===== config.mk =====
export PLATFORM = sky130hd
export DESIGN_NAME = smt_therm_enc
export DESIGN_NICKNAME = d
export VERILOG_FILES = /design/src/hdl/smt_therm_enc.sv
export SDC_FILE = /design/constraint.sdc
export NUM_CORES = 1
export LEC_CHECK = 0
export CELL_PAD_IN_SITES_DETAIL_PLACEMENT = 0
export CELL_PAD_IN_SITES_GLOBAL_PLACEMENT = 2
export CORE_MARGIN = 1.5
export CORE_UTILIZATION = 28
export DETAILED_ROUTE_END_ITERATION = 7
export DONT_BUFFER_PORTS = 1
export PLACE_DENSITY = 0.95
export RECOVER_POWER = 50
export SLEW_MARGIN = 30
export SYNTH_ARGS = -nofsm -noshare
export SYNTH_HDL_FRONTEND = slang
export SYNTH_SLANG_ARGS = --single-unit

===== constraint.sdc =====
create_clock -name vclk -period 3.4
set_input_delay 0.17 -clock vclk [all_inputs]
set_output_delay 0.17 -clock vclk [all_outputs]
set_load 0.01 [all_outputs]

===== src/hdl/smt_therm_enc.sv =====
// Thermometer-to-binary encoder for the chain's compare flags.
// Counts the leading ones of a thermometer code. No dependencies.
module smt_therm_enc #(
	parameter int N = 64,
	parameter int W = 7
) (
	input  logic [N-1:0] therm,
	output logic [W-1:0] count
);

	always_comb begin
		count = '0;
		for (int j = 0; j < W; j++) begin
			for (int v = 1; v <= N; v++) begin
				if ((v & ((2 << j) - 1)) == (1 << j)) begin
					if (v + (1 << j) <= N) begin
						count[j] = count[j] | (therm[v-1] & ~therm[v+(1<<j)-1]);
					end else begin
						count[j] = count[j] | therm[v-1];
					end
				end
			end
		end
	end

endmodule


==> impl_results.md <==
* Run status: completed
* Min Hold Slack at 340 ps
* Final Max Tran Viols at 0
* Die Span Y at about 42 um
* Final #Nets at 135
* Post-Syn Instances at 70
* Vias per inst at 6.61
* Final setup viols at 0
* CP endpoint kind: output pin
* FF/Latch Area at 0 sq um
* Core ar. at 0.00137 sq mm
* GR Util All Layers at 17.9%
* Starting Density at roughly a third
* I/O pin count at a little over 70
* Crit path time final at 1470 ps
* Fmax at between 600 and 700 MHz
* Mapped Avg Cell Area at 6.17 sq um
* Worst path max stage delay at 540 ps
* Seq_cells at 0
* Area grow syn2layout at 2.61%
* IR drop worst, VDD at 0.0330 mV
* Via count at 555
* Vias in the first global route at 532
* Synth warn at 0
* Worst rel slew slack at 77.6%
* Max cap viols at 0
* Critical Path Source: therm[44]
* Crit-path slowest cell: or4b_1
* RSZ-0062 raised after global routing: no
* CTS resizes at 0
* Distinct cells, synth at 18
* Part of the Yosys area used for sequential elements at 0%
* Critical Path AT at 1300 ps
* Cells along the critical path: nor2b_1 -> a2111oi_4 -> o2111ai_1 -> or4b_1
* Initial DRC count at 15
* Critical Path Fanout Max at 1
* Port bufs at 0
* Largest net degree at the start of global routing at 8
* # rows at 13
* DR DRC count at 0
* Min-delay worst type: in2out
* Syn Std Cell Area at 432 sq um
* Final Cycle Share at 43.4%
* WS Path Type: in2out
* Worst slew pin tran at 342 ps
* Leak at between 0.2 and 0.25 nW
* Total Wirelength at between 1500 and 2000 um
* Initial antenna violation count at 0
* HP Start: therm[63]
* Filler cell count at 167
* Congestion Overflow GR at 0
* First-pass GRT wire length at 2500 um
* GP Congestion at 0.851
* CLK BUF at 0
* Post-synth net total at between 100 and 150
* Layout cells sized above 1 at 2.90%
* Hold buffer count at cts at 0
* CP Launch Type: input port
* Req. time, crit path at roughly 3200 ps
* Avg WL per Cell at about 21 um
* Cell Pwr Density at 101 mW/mm^2
* Post-CTS setup buffer count at 0
* Die area at 0.00179 sq mm
* Post-DRT Antenna Nets at 0
* Final core occ at 32.4%
* Fin. Hold Viols at 0
* Ant diodes at 0
* Final TNS setup at 0 ps
* Final HPWL DP at 1620 um
* Multi-input logic area at roughly 330 sq um
* Die Wd at 42.3 um
* First-pass DRT Iterations at 4
-- power by group --
part           internal, W  switching [W]   total, W
sequential               0              0          0
combinational    0.0000207      0.0000239  0.0000447
clock                    0              0          0
-- placed cells by master, fill, tap and decap left out, types with 2 or more instances in the layout --
master	synthesis	layout
a21oi_1	2	2
a221oi_1	5	5
a22oi_1	14	14
inv_1	25	25
nand4_1	3	3
nor2b_1	4	4
o22ai_1	6	6
-- cells in the mapped netlist, types with 2 or more instances --
library cell	instances	share of area, %
a221oi_1	5	10
inv_1	25	22
a22oi_1	14	24
o22ai_1	6	8.7
nor2b_1	4	5.8
a21oi_1	2	2.3
nand4_1	3	4.3
-- path summary, 6_finish.rpt --
kind                   end  slack, ps  depth (start not counted)
setup / recovery  count[0]       1930                          4
hold / removal    count[6]        340                          0
-- layer usage --
layer | global-route usage (%) | wire length [um] | vias up
li1 | - | - | 258
met2 | 31.7 | 834 | 45
met3 | 7.33 | 263 | 0
met1 | 21.3 | 671 | 252
met4 | 0 | 0 | 0
met5 | 0 | 0 | -
-- through the flow --
step	instance area [sq um]	power, W	cells	setup slack [ps]
floorplan	432	0.0000381	70	1970
global placement	443	0.0000439	84	1930
detailed placement	443	0.0000448	84	1920
CTS	443	0.0000449	84	1920
global route	443	0.0000494	84	1870
finish	443	0.0000447	84	1930
-- cell families (layout without fill, tap and decap cells) --
logic type      Yosys count  in the layout  synth area share (%)
simple gates             13             13                  19.7
compound gates           30             30                  55.9
buf+inv                  27             26                  24.3
-- worst max-delay path: cells and delay by family --
kind / cells / cell delay, ps
and+or+nand+nor: 2 / 680
AOI/OAI and AO/OA: 2 / 460
-- area by class of cell --
class                           count  area share, %
Multi-Input combinational cell     43           73.7
Inverter                           26           22.0
Tap cell                           15           4.24
No activity file was read; power rests on OpenSTA's default activity.
