File: config.mk
export PLATFORM = sky130hd
export DESIGN_NAME = smt_cell
export DESIGN_NICKNAME = d
export VERILOG_FILES = /design/src/hdl/smt_pkg.sv /design/src/hdl/smt_cell.sv
export SDC_FILE = /design/constraint.sdc
export NUM_CORES = 1
export LEC_CHECK = 0
export CAP_MARGIN = 0
export CELL_PAD_IN_SITES_DETAIL_PLACEMENT = 0
export CELL_PAD_IN_SITES_GLOBAL_PLACEMENT = 1
export CORE_MARGIN = 5
export CORE_UTILIZATION = 45
export DETAILED_ROUTE_END_ITERATION = 8
export DONT_BUFFER_PORTS = 1
export PLACE_DENSITY = 0.8
export SLEW_MARGIN = 20
export SYNTH_ARGS = -nofsm -noshare
export SYNTH_HDL_FRONTEND = slang
export SYNTH_SLANG_ARGS = --single-unit
File: constraint.sdc
create_clock -name clk -period 2.1 [get_ports clk]
set_input_delay 0.105 -clock clk [delete_from_list [all_inputs] [get_ports clk]]
set_output_delay 0.105 -clock clk [all_outputs]
set_load 0.01 [all_outputs]
File: src/hdl/smt_pkg.sv
// Package for the sorted multiset table.
// Holds the transaction structs, operation codes, control types and capacity default.
// No dependencies.
package smt_pkg;

	localparam int CAPACITY = 64;
	localparam int KEY_W    = 32;
	localparam int CNT_W    = 7;

	localparam logic [1:0] FUNC_INSERT = 2'd0;
	localparam logic [1:0] FUNC_REMOVE = 2'd1;
	localparam logic [1:0] FUNC_QUERY  = 2'd2;

	localparam logic [KEY_W-1:0] KEY_BIAS = {1'b1, {(KEY_W-1){1'b0}}};

	typedef struct packed {
		logic [1:0]              func;
		logic signed [KEY_W-1:0] value;
	} cmd_t;

	typedef struct packed {
		logic [CNT_W-1:0] occurrences;
		logic             present;
		logic [CNT_W-1:0] entries_now;
		logic             insert_dropped;
	} rsp_t;

	typedef enum logic [1:0] {
		ST_IDLE,
		ST_CMP,
		ST_UPD
	} state_t;

	typedef enum logic [1:0] {
		SH_NONE,
		SH_INS,
		SH_DEL
	} shift_t;

	typedef struct packed {
		logic   cmp;
		shift_t shift;
	} cell_ctl_t;

endpackage

File: src/hdl/smt_cell.sv
// One cell of the sorted chain: holds one biased key and its valid bit.
// Registers its compare flags and shifts with its neighbors. Depends on smt_pkg.
module smt_cell (
	input  logic                     clk,
	input  logic                     arst_n,
	input  smt_pkg::cell_ctl_t       ctl,
	input  logic [smt_pkg::KEY_W-1:0] key,
	input  logic [smt_pkg::KEY_W-1:0] left_key,
	input  logic                     left_valid,
	input  logic                     left_le,
	input  logic [smt_pkg::KEY_W-1:0] right_key,
	input  logic                     right_valid,
	output logic [smt_pkg::KEY_W-1:0] entry_q,
	output logic                     valid_q,
	output logic                     lt_q,
	output logic                     le_q
);

	always_ff @(posedge clk or negedge arst_n) begin
		if (!arst_n) begin
			valid_q <= 1'b0;
			lt_q    <= 1'b0;
			le_q    <= 1'b0;
		end else begin
			if (ctl.cmp) begin
				lt_q <= valid_q && (entry_q < key);
				le_q <= valid_q && (entry_q <= key);
			end
			case (ctl.shift)
				smt_pkg::SH_INS: begin
					if (!le_q) begin
						valid_q <= left_le ? 1'b1 : left_valid;
					end
				end
				smt_pkg::SH_DEL: begin
					if (!lt_q) begin
						valid_q <= right_valid;
					end
				end
				default: begin
				end
			endcase
		end
	end

	always_ff @(posedge clk) begin
		case (ctl.shift)
			smt_pkg::SH_INS: begin
				if (!le_q) begin
					entry_q <= left_le ? key : left_key;
				end
			end
			smt_pkg::SH_DEL: begin
				if (!lt_q) begin
					entry_q <= right_key;
				end
			end
			default: begin
			end
		endcase
	end

endmodule

==> results of run 1 <==
[per-stage QoR]
step           setup TNS, ns  total power, mW  area [sq um]  worst slack, ns  utilization [%]
2_1_floorplan              0             1.31          2550           0.0990                -
3_5_place_dp               0             1.47          2760          0.00778             50.1
6_report                   0             1.97          2920            0.105             53.1
3_3_place_gp               0             1.46          2760           0.0854             50.1
4_1_cts                    0             2.00          2890           0.0115             52.4
5_1_grt            -0.000243             2.12          2920        -0.000243             53.1
[worst register-to-register path, stage by stage, from the launching register on]
cell	delay (ns)
edfxtp_1	0.44
ha_4	0.30
nand4_1	0.11
or4_4	0.54
or3_1	0.32
a2bb2oi_1	0.14
o21ai_2	0.06
[path summary, 6_finish.rpt]
kind	from	to	slack (ns)	depth (start not counted)
hold / removal	right_key[6]	entry_q[6]	0.01	2
hold reg to reg	le_q	le_q	0.62	2
setup reg to reg	entry_q[11]	le_q	0.11	6
max in group asynchronous	arst_n	le_q	1.86	1
setup / recovery	entry_q[11]	le_q	0.11	6
min in group asynchronous	arst_n	valid_q	0.08	1
[cells by family (layout without fill, tap and decap cells)]
family	count (synthesis)	count (layout)	share of synthesized area [%]
multiplexers	33	33	13.0
flip-flops	35	35	40.5
adder cells (fa/ha/maj)	32	32	15.7
buffers and inverters	45	66	6.71
AND/OR/NAND/NOR	65	65	11.3
AO/OA/AOI/OAI	59	59	12.8
[state kept, by name, indices dropped and copies added (netlist names)]
register  count
valid_q       1
lt_q          1
le_q          1
entry_q      32
[area by class of cell]
cell class	count	area (sq um)	share of cell area [%]
Clock buffer	7	86.3	2.95
Clock inverter	1	5.00	0.171
Inverter	34	128	4.37
Multi-Input combinational cell	189	1390	47.6
Sequential cell	35	1040	35.4
Tap cell	72	90.1	3.08
Timing Repair Buffer	24	188	6.42
[synth_stat cells, types with 4 or more instances]
master	n	share of area, %
o21ai_1	33	6.5
buf_1	5	0.73
o21ai_0	4	0.78
ha_1	32	16
nand4_1	6	1.5
edfxtp_1	32	38
mux2i_1	32	13
a21oi_1	11	2.2
inv_1	34	5.0
clkbuf_1	4	0.59
nand2_1	44	6.5
[layer usage]
metal	global-route usage (%)	up-vias	part of all wire (%)
met5	0	-	0
met4	3.45	0	0.62
met3	6.89	4	10
met2	28.5	76	49
met1	19.6	880	40
li1	-	991	-
[power groups by stage]
stage / sequential [mW] / clock, mW / combinational [mW]
detailed placement: 1.00 / 0 / 0.471
global route: 1.00 / 0.556 / 0.559
global placement: 0.998 / 0 / 0.463
floorplan: 1.00 / 0 / 0.314
finish: 0.986 / 0.504 / 0.482
CTS: 0.987 / 0.534 / 0.481
[timing repair]
| item | CTS | global route |
|---|---|---|
| hold endpoints to repair | 6 | 0 |
| hold buffers | 3 | 0 |
| setup endpoints to repair | 1 | 2 |
| pin swaps | 0 | 4 |
| resized for setup | 1 | 3 |
| cloned | 0 | 0 |
| buffers inserted | 0 | 1 |
==> results_dict.tcl, run 1 <==
set metrics [dict create \
    finalMaxSlewViolations 0 \
    tritoncts "built" \
    finClkSkew_ns 0.00606 \
    syn_area_per_cell_sq_um 9.50 \
    p_comb_share_pct 24.4 \
    clockRootBuffer "clkbuf_8" \
    power.net_switching_mw 0.591 \
    portBuffers 0 \
    crit_type "flip-flop to flip-flop" \
    swShare_pct 29.9 \
    p_leak_nw 1.33 \
    yosys_warnings 0 \
    die_w_microns 85.4 \
    mostFrequentLayoutCells "nand2_1 (44), inv_1 (34), o21ai_1 (33), mux2i_1 (32), edfxtp_1 (32)" \
    crit_path_start_kind "flip-flop" \
    grt_pass1_wl_microns 9800 \
    initial_utilization_pct 46.4 \
    grt_max_degree 37 \
    clock_latency_ns 0.28 \
    finalHoldViolCount 0 \
    final_nets 425 \
    htreeDepth 2 \
    synth_cells 269 \
    critPathTopFamily "simple AND/OR/NAND/NOR gates" \
    vias_per_cell 5.39 \
    tightest_slew_ns 0.372 \
    power_frac_clock_pct 25.6 \
    area_delta_synth_final_pct 14.4 \
    min_period_ns 1.99 \
    fin_crit_sh_pct 95.0 \
    status "complete, no violations" \
    synth_edf_count 32 \
    power_frac_seq_pct 50.0 \
    avgRoutedWirePerCell_microns 16.9 \
    max_freq_ghz 0.501 \
    fin_cells 362 \
    critPathSlowestCell "or4_4" \
    overflow 0 \
    path_buf_inv 0 \
    worstPathArrival_ns 2.21 \
    ioPinCount 139 \
    cp-end-kind "flip-flop" \
    tritoncts.num_buffers 5 \
    die-area_sq_um 7280 \
    synth_cell_types 33 \
    ys_seq_elements 35 \
    gp_congestion 0.751 \
    peakVddDrop_v 0.000314 \
    syn_area_sq_um 2550 \
    max_slew_margin_pct 75.2 \
    synth_fp_nets 405 \
    crit_chain "ha_4, nand4_1, or4_4, or3_1, a2bb2oi_1, o21ai_2" \
    slowest_delay_ns 0.54 \
    dr.first_iter.drc_count 58 \
    ys.flop_type "edfxtp_1" \
    path_clk_slew_ns 0.07 \
    ys_async_sr_fraction_pct 8.57 \
    required_ns 2.31 \
    drv_cap 0 \
    antenna_found_initial 0 \
    cp_max_fo 3 \
    ant_nets 0 \
    grt.total_usage_pct 16.7 \
    vias 1951 \
    dp.cells 350 \
    core_area_sq_um 5510 \
    grt_pass1_vias 2062 \
    yosysSeqAreaShare_pct 40.5 \
    p_per_area_nw_per_um2 675 \
    drive_gt1_share_pct 12.4 \
    rows 27 \
    antenna_cells 0 \
    dp_hpwl_microns 5050 \
    p_int_mw 1.38 \
    clockBufferDepth 2 \
    cts.sinks 35 \
    remaining_drc_errors 0 \
    finalSetupViolCount 0 \
    die_h_microns 85.4 \
    firstDrtPassIters 4 \
    min_path_type "primary input to flip-flop" \
    holdWs_ns 0.0141 \
    wl_microns 6130 \
    nFillCells 523 \
    final_common_cell "nand2_1" \
]
Note: power is estimated with default switching activity, not from simulation.
==> run 2: changes to the inputs <==
CORE_UTILIZATION = 40   (was 45)
HOLD_SLACK_MARGIN = 0.06   (was unset)
PLACE_DENSITY = 0.72   (was 0.8)
SETUP_SLACK_MARGIN = 0.02   (was unset)
==> run 2 against run 1 <==
Core utilization is 0.58 points lower. Worst hold slack gained 0.074 ns. Global-route usage down 0.69 points. Critical endpoint unchanged.
==> results_dict.tcl, run 2 (synthesis gave the netlist of run 1 again) <==
set metrics [dict create \
    dp_hpwl_microns 5160 \
    wl_microns 6570 \
    core_area_sq_um 6280 \
    tritoncts "built" \
    peakVddDrop_v 0.000345 \
    worstPathArrival_ns 2.17 \
    die_h_microns 89.9 \
    portBuffers 0 \
    r2r-start "entry_q[9]" \
    grt_max_degree 38 \
    cp-end-kind "flip-flop" \
    clockRootBuffer "clkbuf_8" \
    tightest_slew_ns 0.350 \
    final_common_cell "nand2_1" \
    drive_gt1_share_pct 12.6 \
    firstDrtPassIters 4 \
    fin_cells 402 \
    finalHoldViolCount 0 \
    required_ns 2.30 \
    grt.total_usage_pct 16.0 \
    dr.first_iter.drc_count 40 \
    antenna_cells 0 \
    max_freq_ghz 0.509 \
    finalSetupViolCount 0 \
    area_delta_synth_final_pct 29.0 \
    htreeDepth 2 \
    die_w_microns 89.9 \
    rrSetupSlack_ns 0.13 \
    die-area_sq_um 8090 \
    antenna_found_initial 0 \
    final_nets 460 \
    p_leak_nw 1.47 \
    path_clk_slew_ns 0.07 \
    vias_per_cell 5.15 \
    r2r-end "le_q" \
    cp_max_fo 2 \
    avgRoutedWirePerCell_microns 16.3 \
    grt_pass1_vias 2217 \
    cts.sinks 35 \
    drv_cap 0 \
    grt_pass1_wl_microns 10800 \
    finalMaxSlewViolations 0 \
    min_path_type "primary input to async pin" \
    initial_utilization_pct 40.7 \
    finClkSkew_ns 0.00816 \
    clock_latency_ns 0.28 \
    ant_nets 0 \
    remaining_drc_errors 0 \
    min_period_ns 1.97 \
    overflow 0 \
    crit_path_start_kind "flip-flop" \
    rows 29 \
    gp_congestion 0.831 \
    mostFrequentLayoutCells "nand2_1 (44), inv_1 (34), dlygate4sd3_1 (34), o21ai_1 (33)" \
    regMostFlops "entry_q" \
    ioPinCount 139 \
    fin_util_pct 52.5 \
    rsz0062_at_grt "no" \
    clockBufferDepth 2 \
    vias 2070 \
    tritoncts.num_buffers 5 \
    crit_type "flip-flop to flip-flop" \
    fin_crit_sh_pct 93.6 \
    status "complete, no violations" \
    p_per_area_nw_per_um2 610 \
    r2r.worst_path.cells 6 \
    dp.cells 355 \
    max_slew_margin_pct 76.5 \
    largest_reg_flops 32 \
]
==> run 2: how the worst max path moves through the flow <==
stage	from	to	slack (ns)	cells past startpoint
6_report	entry_q[9]	le_q	0.13	6
3_5_place_dp	entry_q[14]	lt_q	-0.008	6
2_1_floorplan	entry_q[14]	le_q	0.1	6
5_1_grt	entry_q[9]	le_q	0.02	6
4_1_cts	entry_q[14]	le_q	0.03	6
3_3_place_gp	entry_q[14]	lt_q	0.07	6
==> run 2: timing repair <==
action / in CTS / in global routing
setup buffers: 0 / 5
resized for setup: 3 / 4
hold buffers: 34 / 0
endpoints found under the hold margin: 37 / 0
pin swaps: 0 / 5
endpoints found under the setup margin: 2 / 2
cloned: 0 / 0
==> run 2: per-stage QoR <==
| step | TNS [ns] | hold slack (ns) | setup slack (ns) | area, sq um | power [mW] |
|---|---|---|---|---|---|
| after floorplan | 0 | -0.191 | 0.0990 | 2550 | 1.31 |
| after global placement | 0 | -0.190 | 0.0664 | 2770 | 1.46 |
| after detailed placement | -0.00779 | -0.190 | -0.00779 | 2770 | 1.48 |
| after CTS | 0 | 0.0721 | 0.0267 | 3210 | 2.02 |
| after global routing | 0 | 0.0738 | 0.0236 | 3300 | 2.16 |
| final | 0 | 0.0880 | 0.134 | 3300 | 2.01 |
==> run 2: area by class of cell <==
| class | instances | area [sq um] |
|---|---|---|
| fillers | 593 | 2980 |
| repair buffers | 59 | 528 |
| well taps | 77 | 96.3 |
| multi-input cells | 189 | 1430 |
| flip-flops and latches | 35 | 1040 |
| clock buffers | 8 | 80.1 |
| inverters | 34 | 128 |
==> run 2: critical path: stages, from the launching register on <==
cell	delay (ns)
edfxtp_1	0.44
ha_4	0.30
nand4_1	0.10
or4_4	0.53
or3_1	0.32
a2bb2oi_1	0.14
o21ai_2	0.06
==> run 2: power by group <==
| group | switching [mW] | internal (mW) |
|---|---|---|
| Clock | 0.229 | 0.236 |
| Sequential | 0.100 | 0.892 |
| Combinational | 0.270 | 0.284 |
==> run 2: layer usage <==
metal / routed length [microns] / global-route usage, %
met3: 636 / 7.01
met1: 2750 / 19.3
met4: 29 / 3.35
met2: 3150 / 26.5
met5: 0 / 0
